--- src/gbn_pkg.sv ---
// ============================================================================
// gbn_pkg
// Shared types and constants of the go-back-N window sender.
// ============================================================================
package gbn_pkg;

    localparam int WINDOW_FRAMES = 8;
    localparam int MAX_CHUNK     = 1400;

    localparam int OFF_W   = 32;
    localparam int LEN_W   = 11;
    localparam int TICK_W  = 16;
    localparam int RETRY_W = 8;
    localparam int KIND_W  = 3;
    localparam int MODE_W  = 2;
    localparam int ADDR_W  = 4;
    localparam int DATA_W  = 32;
    localparam int IDX_W   = 2;
    localparam int SPAN_W  = OFF_W + 3;

    localparam logic [OFF_W-1:0]   TOTAL_RST   = '0;
    localparam logic [LEN_W-1:0]   CHUNK_RST   = LEN_W'(512);
    localparam logic [TICK_W-1:0]  TIMEOUT_RST = TICK_W'(1000);
    localparam logic [RETRY_W-1:0] RETRIES_RST = RETRY_W'(8);

    typedef enum logic [IDX_W-1:0] {
        REG_TOTAL   = 2'd0,
        REG_CHUNK   = 2'd1,
        REG_TIMEOUT = 2'd2,
        REG_RETRIES = 2'd3
    } t_reg_idx;

    typedef enum logic [MODE_W-1:0] {
        MODE_START  = 2'd0,
        MODE_ACK    = 2'd1,
        MODE_TICK   = 2'd2,
        MODE_CANCEL = 2'd3
    } t_mode;

    typedef enum logic [KIND_W-1:0] {
        KIND_FRAME    = 3'd0,
        KIND_PROGRESS = 3'd1,
        KIND_DONE     = 3'd2,
        KIND_FAIL     = 3'd3,
        KIND_CANCEL   = 3'd4,
        KIND_BADCHUNK = 3'd5
    } t_kind;

    // what follows the optional progress result of a burst
    typedef enum logic [2:0] {
        TAIL_NONE   = 3'b001,
        TAIL_FRAMES = 3'b010,
        TAIL_TERM   = 3'b100
    } t_tail;

    typedef struct packed {
        logic [OFF_W-1:0]   total;
        logic [LEN_W-1:0]   chunk;
        logic [TICK_W-1:0]  timeout;
        logic [RETRY_W-1:0] retries;
    } t_cfg;

    typedef struct packed {
        logic             pre;
        t_tail            tail;
        t_kind            term;
        logic [OFF_W-1:0] off;
        logic [OFF_W-1:0] wend;
        logic [LEN_W-1:0] chunk;
    } t_burst;

endpackage

--- src/gbn_cfg.sv ---
// ============================================================================
// gbn_cfg
// Register file behind the APB-style configuration port.
// ============================================================================
module gbn_cfg (
    input  logic                       i_clk,
    input  logic                       i_rst_n,
    input  logic                       psel,
    input  logic                       penable,
    input  logic                       pwrite,
    input  logic [gbn_pkg::ADDR_W-1:0] paddr,
    input  logic [gbn_pkg::DATA_W-1:0] pwdata,
    output logic [gbn_pkg::DATA_W-1:0] prdata,
    output logic                       pready,
    output gbn_pkg::t_cfg              o_cfg
);

    gbn_pkg::t_cfg    r_cfg;
    gbn_pkg::t_reg_idx idx;
    logic             wr_en;

    assign pready = 1'b1;
    assign idx    = gbn_pkg::t_reg_idx'(paddr[gbn_pkg::ADDR_W-1:2]);
    assign wr_en  = psel && penable && pwrite;
    assign o_cfg  = r_cfg;

    always_ff @(posedge i_clk) begin
        if (!i_rst_n) begin
            r_cfg.total   <= gbn_pkg::TOTAL_RST;
            r_cfg.chunk   <= gbn_pkg::CHUNK_RST;
            r_cfg.timeout <= gbn_pkg::TIMEOUT_RST;
            r_cfg.retries <= gbn_pkg::RETRIES_RST;
        end else if (wr_en) begin
            unique case (idx)
                gbn_pkg::REG_TOTAL:   r_cfg.total   <= pwdata[gbn_pkg::OFF_W-1:0];
                gbn_pkg::REG_CHUNK:   r_cfg.chunk   <= pwdata[gbn_pkg::LEN_W-1:0];
                gbn_pkg::REG_TIMEOUT: r_cfg.timeout <= pwdata[gbn_pkg::TICK_W-1:0];
                gbn_pkg::REG_RETRIES: r_cfg.retries <= pwdata[gbn_pkg::RETRY_W-1:0];
                default: ;
            endcase
        end
    end

    always_comb begin
        unique case (idx)
            gbn_pkg::REG_TOTAL:   prdata = gbn_pkg::DATA_W'(r_cfg.total);
            gbn_pkg::REG_CHUNK:   prdata = gbn_pkg::DATA_W'(r_cfg.chunk);
            gbn_pkg::REG_TIMEOUT: prdata = gbn_pkg::DATA_W'(r_cfg.timeout);
            gbn_pkg::REG_RETRIES: prdata = gbn_pkg::DATA_W'(r_cfg.retries);
            default:              prdata = '0;
        endcase
    end

endmodule

--- src/gbn_step.sv ---
// ============================================================================
// gbn_step
// Input register and transfer state; turns one event into a result burst.
// ============================================================================
module gbn_step (
    input  logic                      i_clk,
    input  logic                      i_rst_n,
    input  gbn_pkg::t_cfg             i_cfg,
    input  logic                      i_in_valid,
    output logic                      o_in_stall,
    input  logic [gbn_pkg::MODE_W-1:0] i_mode,
    input  logic [gbn_pkg::OFF_W-1:0] i_ack_offset,
    input  logic                      i_emit_ready,
    output logic                      o_load,
    output gbn_pkg::t_burst           o_burst
);

    // input register
    logic                        r_in_valid;
    gbn_pkg::t_mode              r_mode;
    logic [gbn_pkg::OFF_W-1:0]   r_ack;

    // transfer state
    logic                        r_busy,   n_busy;
    logic [gbn_pkg::OFF_W-1:0]   r_wend,   n_wend;
    logic [gbn_pkg::OFF_W-1:0]   r_conf,   n_conf;
    logic [gbn_pkg::RETRY_W-1:0] r_stall,  n_stall;
    logic [gbn_pkg::TICK_W-1:0]  r_timer,  n_timer;
    logic                        r_cancel, n_cancel;

    logic                        proc;
    logic                        accept;
    logic [gbn_pkg::OFF_W-1:0]   c_ack;
    logic [gbn_pkg::OFF_W-1:0]   c_work;
    logic                        cancel_work;
    logic [gbn_pkg::SPAN_W-1:0]  span;
    logic [gbn_pkg::SPAN_W-1:0]  sum;
    logic [gbn_pkg::OFF_W-1:0]   win_end;
    logic                        bad_chunk;
    logic [gbn_pkg::TICK_W-1:0]  timer_inc;
    logic [gbn_pkg::RETRY_W:0]   stall_inc;
    logic                        do_open;
    gbn_pkg::t_burst             burst;

    assign proc       = r_in_valid && i_emit_ready;
    assign o_in_stall = r_in_valid && !i_emit_ready;
    assign accept     = i_in_valid && !o_in_stall;

    // confirmed point after an ack, clamped to the image length
    assign c_ack = (r_ack > r_conf) ? ((r_ack > i_cfg.total) ? i_cfg.total : r_ack) : r_conf;

    always_comb begin
        unique case (r_mode)
            gbn_pkg::MODE_START: begin
                c_work      = '0;
                cancel_work = 1'b0;
            end
            gbn_pkg::MODE_ACK: begin
                c_work      = c_ack;
                cancel_work = r_cancel;
            end
            default: begin
                c_work      = r_conf;
                cancel_work = r_cancel;
            end
        endcase
    end

    assign span      = gbn_pkg::SPAN_W'(i_cfg.chunk) * gbn_pkg::SPAN_W'(gbn_pkg::WINDOW_FRAMES);
    assign sum       = gbn_pkg::SPAN_W'(c_work) + span;
    assign win_end   = (sum > gbn_pkg::SPAN_W'(i_cfg.total)) ? i_cfg.total
                                                             : sum[gbn_pkg::OFF_W-1:0];
    assign bad_chunk = (i_cfg.chunk == '0) ||
                       (i_cfg.chunk > gbn_pkg::LEN_W'(gbn_pkg::MAX_CHUNK));
    assign timer_inc = r_timer + 1'b1;
    assign stall_inc = {1'b0, r_stall} + 1'b1;

    always_comb begin
        n_busy     = r_busy;
        n_wend     = r_wend;
        n_conf     = r_conf;
        n_stall    = r_stall;
        n_timer    = r_timer;
        n_cancel   = r_cancel;
        do_open    = 1'b0;
        burst.pre   = 1'b0;
        burst.tail  = gbn_pkg::TAIL_NONE;
        burst.term  = gbn_pkg::KIND_DONE;
        burst.off   = c_work;
        burst.wend  = win_end;
        burst.chunk = i_cfg.chunk;

        unique case (r_mode)
            gbn_pkg::MODE_START: begin
                if (bad_chunk) begin
                    n_busy     = 1'b0;
                    burst.tail = gbn_pkg::TAIL_TERM;
                    burst.term = gbn_pkg::KIND_BADCHUNK;
                    burst.off  = '0;
                end else begin
                    n_busy   = 1'b1;
                    n_conf   = '0;
                    n_stall  = '0;
                    n_cancel = 1'b0;
                    do_open  = 1'b1;
                end
            end
            gbn_pkg::MODE_ACK: begin
                if (r_busy) begin
                    n_conf = c_ack;
                    if (r_ack > r_conf) begin
                        n_stall = '0;
                    end
                    if (c_ack >= r_wend) begin
                        burst.pre = 1'b1;
                        do_open   = 1'b1;
                    end
                end
            end
            gbn_pkg::MODE_TICK: begin
                if (r_busy) begin
                    n_timer = timer_inc;
                    if (timer_inc >= i_cfg.timeout) begin
                        burst.pre = 1'b1;
                        if (stall_inc > {1'b0, i_cfg.retries}) begin
                            n_busy     = 1'b0;
                            burst.tail = gbn_pkg::TAIL_TERM;
                            burst.term = gbn_pkg::KIND_FAIL;
                        end else begin
                            n_stall = stall_inc[gbn_pkg::RETRY_W-1:0];
                            do_open = 1'b1;
                        end
                    end
                end
            end
            gbn_pkg::MODE_CANCEL: begin
                if (r_busy) begin
                    n_cancel = 1'b1;
                end
            end
            default: ;
        endcase

        if (do_open) begin
            if (c_work >= i_cfg.total) begin
                n_busy     = 1'b0;
                burst.tail = gbn_pkg::TAIL_TERM;
                burst.term = gbn_pkg::KIND_DONE;
            end else if (cancel_work) begin
                n_busy     = 1'b0;
                n_cancel   = 1'b0;
                burst.tail = gbn_pkg::TAIL_TERM;
                burst.term = gbn_pkg::KIND_CANCEL;
            end else begin
                n_wend  = win_end;
                n_timer = '0;
                // a zero chunk written mid-transfer gives an empty window
                if (win_end != c_work) begin
                    burst.tail = gbn_pkg::TAIL_FRAMES;
                end
            end
        end
    end

    assign o_burst = burst;
    assign o_load  = proc && (burst.pre || (burst.tail != gbn_pkg::TAIL_NONE));

    always_ff @(posedge i_clk) begin
        if (!i_rst_n) begin
            r_in_valid <= 1'b0;
            r_busy     <= 1'b0;
            r_wend     <= '0;
            r_conf     <= '0;
            r_stall    <= '0;
            r_timer    <= '0;
            r_cancel   <= 1'b0;
        end else begin
            if (accept) begin
                r_in_valid <= 1'b1;
            end else if (proc) begin
                r_in_valid <= 1'b0;
            end
            if (proc) begin
                r_busy   <= n_busy;
                r_wend   <= n_wend;
                r_conf   <= n_conf;
                r_stall  <= n_stall;
                r_timer  <= n_timer;
                r_cancel <= n_cancel;
            end
        end
    end

    always_ff @(posedge i_clk) begin
        if (accept) begin
            r_mode <= gbn_pkg::t_mode'(i_mode);
            r_ack  <= i_ack_offset;
        end
    end

endmodule

--- src/gbn_emit.sv ---
// ============================================================================
// gbn_emit
// Walks one result burst into the output register, one result per cycle unless stalled.
// ============================================================================
module gbn_emit (
    input  logic                       i_clk,
    input  logic                       i_rst_n,
    input  logic                       i_load,
    input  gbn_pkg::t_burst            i_burst,
    output logic                       o_ready,
    output logic                       o_out_valid,
    input  logic                       i_out_stall,
    output logic [gbn_pkg::KIND_W-1:0] o_kind,
    output logic [gbn_pkg::OFF_W-1:0]  o_offset,
    output logic [gbn_pkg::LEN_W-1:0]  o_length,
    output logic                       o_last
);

    // burst being walked
    logic                       r_pre;
    gbn_pkg::t_tail             r_tail;
    gbn_pkg::t_kind             r_term;
    logic [gbn_pkg::OFF_W-1:0]  r_off;
    logic [gbn_pkg::OFF_W-1:0]  r_w;
    logic [gbn_pkg::OFF_W-1:0]  r_end;
    logic [gbn_pkg::LEN_W-1:0]  r_chunk;

    // output register
    logic                       r_out_valid;
    gbn_pkg::t_kind             r_kind;
    logic [gbn_pkg::OFF_W-1:0]  r_offset;
    logic [gbn_pkg::LEN_W-1:0]  r_length;
    logic                       r_last;

    logic                       busy;
    logic                       adv;
    logic                       out_free;
    logic [gbn_pkg::OFF_W-1:0]  rem;
    logic                       rem_le;
    gbn_pkg::t_kind             cur_kind;
    logic [gbn_pkg::OFF_W-1:0]  cur_off;
    logic [gbn_pkg::LEN_W-1:0]  cur_len;
    logic                       cur_last;

    assign busy     = r_pre || (r_tail != gbn_pkg::TAIL_NONE);
    assign out_free = !r_out_valid || !i_out_stall;
    assign adv      = busy && out_free;
    assign o_ready  = !busy || (adv && cur_last);

    assign rem    = r_end - r_w;
    assign rem_le = rem <= gbn_pkg::OFF_W'(r_chunk);

    always_comb begin
        priority if (r_pre) begin
            cur_kind = gbn_pkg::KIND_PROGRESS;
            cur_off  = r_off;
            cur_len  = '0;
            cur_last = (r_tail == gbn_pkg::TAIL_NONE);
        end else if (r_tail == gbn_pkg::TAIL_TERM) begin
            cur_kind = r_term;
            cur_off  = r_off;
            cur_len  = '0;
            cur_last = 1'b1;
        end else begin
            cur_kind = gbn_pkg::KIND_FRAME;
            cur_off  = r_w;
            cur_len  = rem_le ? rem[gbn_pkg::LEN_W-1:0] : r_chunk;
            cur_last = rem_le;
        end
    end

    always_ff @(posedge i_clk) begin
        if (!i_rst_n) begin
            r_pre       <= 1'b0;
            r_tail      <= gbn_pkg::TAIL_NONE;
            r_out_valid <= 1'b0;
        end else begin
            if (i_load) begin
                r_pre  <= i_burst.pre;
                r_tail <= i_burst.tail;
            end else if (adv) begin
                if (r_pre) begin
                    r_pre <= 1'b0;
                end else if (r_tail == gbn_pkg::TAIL_TERM || rem_le) begin
                    r_tail <= gbn_pkg::TAIL_NONE;
                end
            end
            if (out_free) begin
                r_out_valid <= adv;
            end
        end
    end

    always_ff @(posedge i_clk) begin
        if (i_load) begin
            r_term  <= i_burst.term;
            r_off   <= i_burst.off;
            r_w     <= i_burst.off;
            r_end   <= i_burst.wend;
            r_chunk <= i_burst.chunk;
        end else if (adv && !r_pre) begin
            r_w <= r_w + gbn_pkg::OFF_W'(r_chunk);
        end
        if (adv) begin
            r_kind   <= cur_kind;
            r_offset <= cur_off;
            r_length <= cur_len;
            r_last   <= cur_last;
        end
    end

    assign o_out_valid = r_out_valid;
    assign o_kind      = r_kind;
    assign o_offset    = r_offset;
    assign o_length    = r_length;
    assign o_last      = r_last;

endmodule

--- src/go_back_n_window_sender.sv ---
// ============================================================================
// go_back_n_window_sender
// Sender side of a windowed go-back-N image transfer: frame descriptors,
// progress, retries on timeout and the final status.
// ============================================================================
// Input channel (i_in_valid / o_in_stall) carries events: start, ack with the
// receiver's next expected offset, millisecond tick, cancel request. Output
// channel (o_out_valid / i_out_stall) carries results: frame descriptors,
// progress, done, retry failure, cancelled, bad chunk; o_last marks the final
// result caused by an event. Registers sit on the APB port at 4*index.
// An event is taken into the input register, turned into a result burst in the
// walker's burst registers, and its results leave through the output register.
// Results leave at one per cycle while the output does not stall; a burst holds
// at most 9 results (progress plus a full window of 8 frames). Events that
// cause no result pass at one per cycle while no burst is walking. An event
// waits in the input register while the previous burst is still walking.
// A stalled output holds its result and the walker pauses; the input stalls
// once the input register holds an event the walker cannot yet take.
// Reset clears the transfer state and both channels and puts the registers
// at their defaults (chunk 512, timeout 1000 ticks, 8 retries).
// ============================================================================
module go_back_n_window_sender (
    input  logic                       i_clk,
    input  logic                       i_rst_n,
    input  logic                       psel,
    input  logic                       penable,
    input  logic                       pwrite,
    input  logic [gbn_pkg::ADDR_W-1:0] paddr,
    input  logic [gbn_pkg::DATA_W-1:0] pwdata,
    output logic [gbn_pkg::DATA_W-1:0] prdata,
    output logic                       pready,
    input  logic                       i_in_valid,
    output logic                       o_in_stall,
    input  logic [gbn_pkg::MODE_W-1:0] i_mode,
    input  logic [gbn_pkg::OFF_W-1:0]  i_ack_offset,
    output logic                       o_out_valid,
    input  logic                       i_out_stall,
    output logic [gbn_pkg::KIND_W-1:0] o_kind,
    output logic [gbn_pkg::OFF_W-1:0]  o_offset,
    output logic [gbn_pkg::LEN_W-1:0]  o_length,
    output logic                       o_last
);

    gbn_pkg::t_cfg   cfg;
    gbn_pkg::t_burst burst;
    logic            load;
    logic            emit_ready;

    gbn_cfg u_cfg (
        .i_clk   (i_clk),
        .i_rst_n (i_rst_n),
        .psel    (psel),
        .penable (penable),
        .pwrite  (pwrite),
        .paddr   (paddr),
        .pwdata  (pwdata),
        .prdata  (prdata),
        .pready  (pready),
        .o_cfg   (cfg)
    );

    gbn_step u_step (
        .i_clk        (i_clk),
        .i_rst_n      (i_rst_n),
        .i_cfg        (cfg),
        .i_in_valid   (i_in_valid),
        .o_in_stall   (o_in_stall),
        .i_mode       (i_mode),
        .i_ack_offset (i_ack_offset),
        .i_emit_ready (emit_ready),
        .o_load       (load),
        .o_burst      (burst)
    );

    gbn_emit u_emit (
        .i_clk       (i_clk),
        .i_rst_n     (i_rst_n),
        .i_load      (load),
        .i_burst     (burst),
        .o_ready     (emit_ready),
        .o_out_valid (o_out_valid),
        .i_out_stall (i_out_stall),
        .o_kind      (o_kind),
        .o_offset    (o_offset),
        .o_length    (o_length),
        .o_last      (o_last)
    );

endmodule

--- config.mk ---
export PLATFORM = sky130hd
export DESIGN_NAME = go_back_n_window_sender
export DESIGN_NICKNAME = d
export VERILOG_FILES = /design/src/gbn_pkg.sv /design/src/gbn_cfg.sv /design/src/gbn_step.sv /design/src/gbn_emit.sv /design/src/go_back_n_window_sender.sv
export SDC_FILE = /design/constraint.sdc
export NUM_CORES = 1
export LEC_CHECK = 0
export ABC_AREA = 1
export ABC_CLOCK_PERIOD_IN_PS = 23000
export BUFFER_PORTS_ARGS = -buffer_cell sky130_fd_sc_hd__buf_2
export CAP_MARGIN = 20
export CORE_UTILIZATION = 67
export CTS_CLUSTER_DIAMETER = 40
export DETAILED_ROUTE_END_ITERATION = 10
export GPL_TIMING_DRIVEN = 0
export PLACE_DENSITY = 0.87
export SLEW_MARGIN = 25
export SYNTH_ARGS = -nofsm -noshare
export SYNTH_HDL_FRONTEND = slang
export SYNTH_SLANG_ARGS = --single-unit
--- constraint.sdc ---
create_clock -name i_clk -period 23 [get_ports i_clk]
set_input_delay 6.9 -clock i_clk [delete_from_list [all_inputs] [get_ports i_clk]]
set_output_delay 6.9 -clock i_clk [all_outputs]
set_load 0.02 [all_outputs]
## Word-level counts from Yosys, hierarchy flattened

Cells that the tools add are included.

- Bits in registers: 354
- Word-level logic and storage cells: 169

- Mux-type cells: 68
- Add/subtract/negate cells: 5
- Eq/ne operators: 18
- Reductions and logical operators: 40
- Bitwise logic cells: 3
- $lt $le $gt $ge: 9

Operators by type and width:

| operator | count |
|---|---|
| 32-bit two-way mux | 10 |
| 32-bit one-hot mux with 2 select lines | 2 |
| 32-bit one-hot mux with 4 select lines | 1 |
| 16-bit two-way mux | 5 |
| 32-bit greater-or-equal comparator | 2 |
| 32-bit greater-than comparator | 2 |
| 8-bit two-way mux | 6 |
| 38-bit two-way mux | 1 |
| 35-bit by 32-bit greater-than comparator with 1-bit output | 1 |
| 32-bit by 14-bit adder with 33-bit output | 1 |
| 32-bit by 11-bit adder with 32-bit output | 1 |
| 32-bit by 11-bit <= comparator with 1-bit output | 1 |
| 32-bit inequality test | 1 |
| 32-bit subtractor | 1 |
| 1-bit two-way mux | 24 |
| 8-bit one-hot mux with 3 select lines | 1 |
| 3-bit two-way mux | 7 |
| 6-bit two-way mux | 3 |
| 16-bit by 1-bit adder with 16-bit output (second input constant) | 1 |
| 16-bit greater-or-equal comparator | 1 |
| 7-bit two-way mux | 2 |
| 6-bit one-hot mux with 2 select lines | 1 |
| 11-bit greater-than comparator (second input constant) | 1 |
| 11-bit zero test | 1 |
| 24 further kinds | 66 |

## Longest topological paths before layout

Gate-level depths: netlist (run 1).

- Word-level depth: 17
- Gate-level depth with buffers: 67

## Modules after synthesis

Synthesis (run 1) repeated with hierarchy kept, for this count alone.

- Cells, all modules: 3686
- Area, all modules: 26130.1 sq um

Modules (own cells, without submodules):

| module | area each (sq um) | times used | cells each |
|---|---|---|---|
| gbn_step | 13215.2 | 1 | 2031 |
| gbn_emit | 9731.8 | 1 | 1157 |
| gbn_cfg | 3183.1 | 1 | 498 |

## Least setup slack after synthesis (run 1)

No wires, ideal clock.

- Path type: in2out
- Start point: in paddr[3] in the netlist's numbering
- End point: out prdata[10] in the netlist's numbering
- Path buffers: 1
- Stages on the path: 5
- Arrival time: 7.825 ns
- Path slack: 8.275 ns
- Cell sequence: inv_1 -> nor2_1 -> inv_1 -> clkbuf_1 -> o221ai_1

- Longest elaborated chain between the ends: 2
- Elaborated cells between the ends (all ways): 5
- Classes of those cells: eq/ne: 3; mux: 1; reduce/logical: 1

RTL lines:

| element | RTL line | text |
|---|---|---|
| start: declaration | go_back_n_window_sender.sv:28 | `input logic [gbn_pkg::ADDR_W-1:0] paddr,` |
| 2-bit == test, or another cell as far along | gbn_cfg.sv:45 | `unique case (idx)` |
| 32-bit one-hot mux with 4 select lines * | gbn_cfg.sv:45 |  |
| end: declaration | go_back_n_window_sender.sv:30 | `output logic [gbn_pkg::DATA_W-1:0] prdata,` |

Every way passes the cells marked *; elsewhere a longest branch is shown, timed or not.

## Final worst setup path (run 1)

- Start point: in paddr[2] in the netlist's numbering
- End point: out prdata[13] in the netlist's numbering

The elaborated chain is that of the path after synthesis.

==> results of run 1 <==
layer usage:
| metal | global-route usage, % | vias to the layer above |
|---|---|---|
| met5 | 0.1374 | - |
| met4 | 23.01 | 0 |
| met3 | 8.725 | 300 |
| met2 | 68.55 | 1683 |
| met1 | 56.59 | 10719 |
| li1 | - | 10732 |
critical path, cell delays in order:
cell      delay (ns)
buf_2           0.12
nor2_1          0.07
inv_1           0.29
clkbuf_1        0.58
o22ai_1         0.18
buf_2           0.19
synth_stat cells (15+ instances only):
cell      instances  area [µm²]
nand2_1         684        2567
inv_1           371        1393
a21oi_1         295        1476
nor2_1          283        1062
ha_1            252        3153
o21ai_0         221        1106
edfxtp_1        191        5736
dfxtp_1         163        3263
nand3_1         153       765.7
xor2_1           73       639.4
clkbuf_1         65       244.0
nor3_1           26       130.1
nand4_1          25       156.4
o21ai_1          23       115.1
a211oi_1         19       142.6
and2_1           19       118.9
xnor2_1          19       166.4
o211ai_1         16       120.1
a22oi_1          15       112.6
layout make-up:
type,count,area share (%)
multi-input cells,2233,47.64
flip-flops and latches,354,33.62
inverters,377,5.296
clock buffers,60,5.165
repair buffers,157,3.076
well taps,455,2.127
plain buffers,89,1.580
clock inverters,34,1.496
cells by family after synthesis:
logic type               count (synthesis)  synth area share (%)
AO/OA/AOI/OAI                          653                 15.31
XOR/XNOR                                92                 3.417
adder cells (fa/ha/maj)                255                 13.63
buffers and inverters                  466                 7.795
flip-flops                             354                 38.16
multiplexers                             2               0.09551
other                                    1               0.01590
AND/OR/NAND/NOR                       1230                 21.57
worst max path at each step:
stage	end	start
2_1_floorplan	prdata[10]	paddr[3]
3_3_place_gp	prdata[15]	paddr[2]
3_5_place_dp	prdata[14]	paddr[2]
4_1_cts	prdata[14]	paddr[2]
5_1_grt	prdata[6]	paddr[3]
6_report	prdata[13]	paddr[2]
power by group through the flow:
stage	Combinational (W)	Clock [W]	Sequential [W]
global route	0.000782	0.000839	0.000786
detailed placement	0.000679	0	0.000792
floorplan	0.000471	0	0.000801
global placement	0.000638	0	0.000791
finish	0.000719	0.000818	0.000783
CTS	0.000695	0.000815	0.000780
through the flow:
| stage | area, µm² | power [W] | util (%) | hold slack, ns |
|---|---|---|---|---|
| 6_report | 26770 | 0.002320 | 77.49 | 0.4850 |
| 5_1_grt | 26770 | 0.002407 | 77.49 | 0.4958 |
| 4_1_cts | 26770 | 0.002290 | 77.49 | 0.4796 |
| 3_5_place_dp | 24980 | 0.001471 | 72.33 | 0.4588 |
| 3_3_place_gp | 24920 | 0.001430 | 72.15 | 0.4502 |
| 2_1_floorplan | 23580 | 0.001272 | - | 0.4353 |
state kept, by name, summed over array words and instances, names as in the netlist, 8 cells and up:
register         count
u_emit.r_off        32
u_step.r_conf       32
u_step.r_wend       32
u_emit.r_chunk      11
u_step.r_ack        32
u_emit.o_length     11
u_emit.o_offset     32
u_step.r_stall       8
u_cfg.o_cfg         67
u_emit.r_w          32
u_emit.r_end        32
u_step.r_timer      16
==> impl_metrics.tcl, run 1 <==
set metrics [dict create \
    pwr-share-clk_pct 35.3 \
    syn_area_mm2 0.02358 \
    dieArea_mm2 0.03595 \
    cts_tree "built" \
    ant_nets 0 \
    drive_above_1_share_pct 9.019 \
    grt_pass1_wl_um 119800 \
    final_cell_mix "nand2_1 (683), inv_1 (370), a21oi_1 (295)" \
    p_leak_nw 12.03 \
    postCtsSetupBuffers 0 \
    synth-edff-count 191 \
    worst-setup-path-type "input pin to primary output" \
    peakVddDrop_mv 0.07059 \
    seq_area_mm2 0.008999 \
    postRouteWirelength_um 78770 \
    root_buffer "clkbuf_16" \
    fillCellCount 2421 \
    max_cap_viol_count 0 \
    hold_class "register to register" \
    place_ws_ns 7.798 \
    insertion_delay_ns 0.60 \
    netlist_instances 3053 \
    max_freq_mhz 65.62 \
    worstReg2RegStart "u_cfg.o_cfg[57]$_SDFFE_PN0P_" \
    finalMaxSlewViolations 0 \
    synth_flop_cell "edfxtp_1" \
    outcome "finished, final reports clean" \
    clk_pin_slew_ns 0.06 \
    num_io_pins 159 \
    grt_max_degree 55 \
    synth_nets 3385 \
    netSwitchingFraction_pct 35.99 \
    cp-start-kind "input pin" \
    rsz0062_at_grt "false" \
    holdPathEnd "u_step.r_timer[5]$_SDFFE_PN0P_" \
    core_area_mm2 0.03454 \
    die_w_um 189.6 \
    drt_iter0_drc 2889 \
    multi_input_area_mm2 0.01275 \
    n_antenna_cell 0 \
    fin_nets 3595 \
    dr.pass1.iters 7 \
    vias 23434 \
    crit_path_end_kind "primary output" \
    instances_no_fill 3759 \
    power_density_mw_per_mm2 86.67 \
    holdBufCountCts 0 \
    pwr-share-comb_pct 31.0 \
    layout_commonest_cell "nand2_1" \
    seq_power_share_pct 33.7 \
    hold_start "u_step.r_timer[5]$_SDFFE_PN0P_" \
    gp_congestion 1.041 \
    min_period_over_period_pct 66.26 \
    clock_path_buffers 3 \
    numPortBuffers 155 \
    fin_crit_ns 15.24 \
    synth_seq_area_share_pct 38.16 \
    synth_cell_types 59 \
    post_drt_wl_per_cell_um 20.96 \
    setup_violations 0 \
    hold_depth 2 \
    clock_sinks 354 \
    async_flop_share_pct 0 \
    place_inst 3665 \
    p_int_w 0.001485 \
    skew_ns 0.02332 \
    viasPerCell 6.234 \
    die_h_um 189.6 \
    initial_utilization_pct 68.26 \
    drc 0 \
    setup_ws_ns 7.760 \
    yosys_warnings 0 \
    synth-seq-cells 354 \
    cts_resized 0 \
    antenna_found_initial 0 \
    grt_pass1_vias 22275 \
    avgSynthCellArea_um2 7.723 \
    ff2ff_setup_slack_ns 11.11 \
    drt-met1-wl_um 30580 \
    reg2regPathDepth 53 \
    num_rows 68 \
    worstPathMaxFanout 10 \
    route.met2.wl_um 34510 \
    areaGrowthSynthToFinish_pct 13.52 \
    wl_met3_um 9466 \
    worstPathArrival_ns 8.34 \
    dpl.hpwl_um 60170 \
    r2r-end "u_emit.r_w[20]$_DFFE_PP_" \
    hold_viol_final 0 \
    p_switching_w 0.0008350 \
    setup-tns-final_ns 0 \
    slew-limit-headroom_pct 27.88 \
    grt-ovfl-total 0 \
    grt_util_all_layers_pct 43.52 \
    numCtsBuffers 51 \
    worst_pin_slew_ns 1.082 \
    route.top_layer_used "met4" \
    required_ns 16.10 \
    h-tree-depth 2 \
]
Power figures use the tool's default switching activity.
==> run 2, diff against run 1 <==
--- a/config.mk
+++ b/config.mk
@@ -5,15 +5,15 @@
 export SDC_FILE = /design/constraint.sdc
 export NUM_CORES = 1
 export LEC_CHECK = 0
-export ABC_AREA = 1
-export ABC_CLOCK_PERIOD_IN_PS = 23000
+export ABC_AREA = 0
+export ABC_CLOCK_PERIOD_IN_PS = 13790
 export BUFFER_PORTS_ARGS = -buffer_cell sky130_fd_sc_hd__buf_2
 export CAP_MARGIN = 20
-export CORE_UTILIZATION = 67
+export CORE_UTILIZATION = 56
 export CTS_CLUSTER_DIAMETER = 40
 export DETAILED_ROUTE_END_ITERATION = 10
 export GPL_TIMING_DRIVEN = 0
-export PLACE_DENSITY = 0.87
+export PLACE_DENSITY = 0.77
 export SLEW_MARGIN = 25
 export SYNTH_ARGS = -nofsm -noshare
 export SYNTH_HDL_FRONTEND = slang
==> constraint.sdc (replaced) <==
create_clock -name i_clk -period 13.79 [get_ports i_clk]
set_input_delay 4.137 -clock i_clk [delete_from_list [all_inputs] [get_ports i_clk]]
set_output_delay 4.137 -clock i_clk [all_outputs]
set_load 0.02 [all_outputs]
==> impl_metrics.tcl, run 2 <==
set metrics [dict create \
    vias 23221 \
    grt_pass1_vias 22238 \
    final_cell_mix "nand2_1 (342), ha_1 (252), a21oi_1 (240)" \
    drc 0 \
    peakVddDrop_mv 0.1107 \
    p_leak_nw 11.49 \
    post_drt_wl_per_cell_um 24.63 \
    ant_nets 0 \
    synth_nets 3139 \
    required_ns 14.08 \
    holdBufCountCts 0 \
    skew_ns 0.02634 \
    yosys_warnings 0 \
    grt-ovfl-total 0 \
    worstPathMaxFanout 57 \
    cts_tree "built" \
    dieArea_mm2 0.04497 \
    max_freq_mhz 74.38 \
    dr.pass1.iters 6 \
    n_antenna_cell 0 \
    synthTopCellsByArea "edfxtp_1 (23%), dfxtp_1 (13%), ha_1 (13%)" \
    grt_max_degree 58 \
    num_rows 76 \
    gp_congestion 0.9979 \
    synth-seq-cells 354 \
    crit_path_frequent_cell "a21o_1" \
    drt_iter0_drc 2662 \
    die_h_um 212.1 \
    async_flop_share_pct 0 \
    slowest_delay_ns 0.83 \
    postCtsSetupBuffers 0 \
    crit_path_end_kind "register" \
    clock_path_buffers 3 \
    fin_crit_ns 13.44 \
    crit_slowest_cell "a2111oi_0" \
    dpl.hpwl_um 70940 \
    slew-limit-headroom_pct 33.67 \
    grt_pass1_wl_um 133500 \
    antenna_found_initial 2 \
    synth_cell_types 89 \
    path_buf_inv 8 \
    fin_nets 3358 \
    cp-start-kind "register" \
    cts_resized 0 \
    place_inst 3551 \
    die_w_um 212.1 \
    numPortBuffers 152 \
    max_cap_viol_count 0 \
    instances_no_fill 3661 \
    outcome "finished, final reports clean" \
    numCtsBuffers 58 \
    synth_flop_cell "edfxtp_1" \
    layout_commonest_cell "nand2_1" \
    synth-edff-count 191 \
    insertion_delay_ns 0.64 \
    clk_pin_slew_ns 0.06 \
    hold_viol_final 0 \
    drive_above_1_share_pct 12.45 \
    core_area_mm2 0.04327 \
    hold_class "register to register" \
    finalMaxSlewViolations 0 \
    worstPathArrival_ns 13.74 \
    synth_most_common_cell "nand2_1" \
    hold_slack_ns 0.4627 \
    syn_area_mm2 0.02471 \
    synth_commonest_cells "nand2_1 (343), ha_1 (252), a21oi_1 (241), inv_1 (220), edfxtp_1 (191)" \
    root_buffer "clkbuf_16" \
    rsz0062_at_grt "false" \
    min_period_over_period_pct 97.49 \
    setup_violations 0 \
    synth.largest_area_cell "edfxtp_1" \
    grt_util_all_layers_pct 39.97 \
    worst_pin_slew_ns 0.9904 \
    netlist_instances 2807 \
    synth_top_area_share_pct 23.21 \
    clock_sinks 354 \
    num_io_pins 159 \
    worst-setup-path-type "register to register" \
    h-tree-depth 2 \
    synth_seq_area_share_pct 36.42 \
    largest_reg_flops 67 \
    areaGrowthSynthToFinish_pct 15.24 \
    ff2ff_setup_slack_ns 0.35 \
    avgSynthCellArea_um2 8.803 \
    initial_utilization_pct 57.11 \
    postRouteWirelength_um 90170 \
    power_density_mw_per_mm2 123.2 \
    viasPerCell 6.343 \
    crit_family "compound AO/OA/AOI/OAI gates" \
]
## run 2: cell types whose count changed after synthesis, moves of 52 or more
| cell | before | now |
|---|---|---|
| nor2_1 | 283 | 185 |
| a21oi_1 | 295 | 241 |
| nand2_1 | 684 | 343 |
| xnor2_1 | 19 | 71 |
| inv_1 | 371 | 220 |
| mux2i_1 | 0 | 52 |
## run 2: path summary, 6_finish.rpt
| path | from | end | cells past startpoint |
|---|---|---|---|
| setup / recovery | u_step.r_ack[25]$_DFFE_PP_ | u_emit.r_off[23]$_DFFE_PP_ | 41 |
| hold / removal | u_step.r_wend[2]$_SDFFE_PN0P_ | u_step.r_wend[2]$_SDFFE_PN0P_ | 2 |
| setup reg to reg | u_step.r_ack[25]$_DFFE_PP_ | u_emit.r_off[23]$_DFFE_PP_ | 41 |
| hold reg to reg | u_step.r_wend[2]$_SDFFE_PN0P_ | u_step.r_wend[2]$_SDFFE_PN0P_ | 2 |
## run 2: per-stage QoR
step / instance area [µm²] / worst slack, ns / power [W] / TNS (ns) / utilization (%)
after floorplan: 24710 / 3.384 / 0.001709 / 0 / -
after global placement: 26200 / -0.8518 / 0.001927 / -65.78 / 60.56
after detailed placement: 26380 / 0.6633 / 0.001951 / 0 / 60.98
after CTS: 28470 / 0.6760 / 0.003489 / 0 / 65.80
after global routing: 28480 / 0.06528 / 0.003614 / 0 / 65.82
final: 28480 / 0.3456 / 0.003509 / 0 / 65.82
## run 2: logic make-up after synthesis
family                     share of synthesized area [%]
DFF                                                36.42
muxes                                              5.139
other                                            0.01518
xor gates and xnor gates                           3.792
and+or+nand+nor                                    16.84
AOI/OAI and AO/OA                                  19.32
buffers and inverters                              5.478
adders and majority gates                          13.00
## run 2: layout make-up
| class | count | area (µm²) |
|---|---|---|
| Timing Repair Buffer | 159 | 898.4 |
| Tap cell | 585 | 732.0 |
| Clock inverter | 44 | 489.2 |
| Buffer | 121 | 529.3 |
| Clock buffer | 66 | 1598 |
| Sequential cell | 354 | 8999 |
| Multi-Input combinational cell | 2112 | 14400 |
| Inverter | 220 | 828.3 |
| Fill cell | 3540 | 14790 |
## run 2: layer usage
| metal | vias to the layer above | track usage, % | wire (µm) |
|---|---|---|---|
| met5 | - | 0 | 26 |
| met4 | 4 | 18.17 | 3944 |
| met3 | 227 | 8.183 | 9061 |
| met2 | 1320 | 63.52 | 40570 |
| met1 | 11044 | 52.28 | 36570 |
| li1 | 10626 | - | - |
## run 2: power by group
| group | internal, W | switching [W] |
|---|---|---|
| clock | 0.000952 | 0.000601 |
| sequential | 0.00118 | 0.0000345 |
| combinational | 0.000269 | 0.000475 |
| total | 0.00240 | 0.00111 |
## run 2: tightest hold or removal path, cell delays in order, from the launching register on
cell and delay (ns):
dfxtp_1 0.31, nand2_1 0.05, a21oi_1 0.06
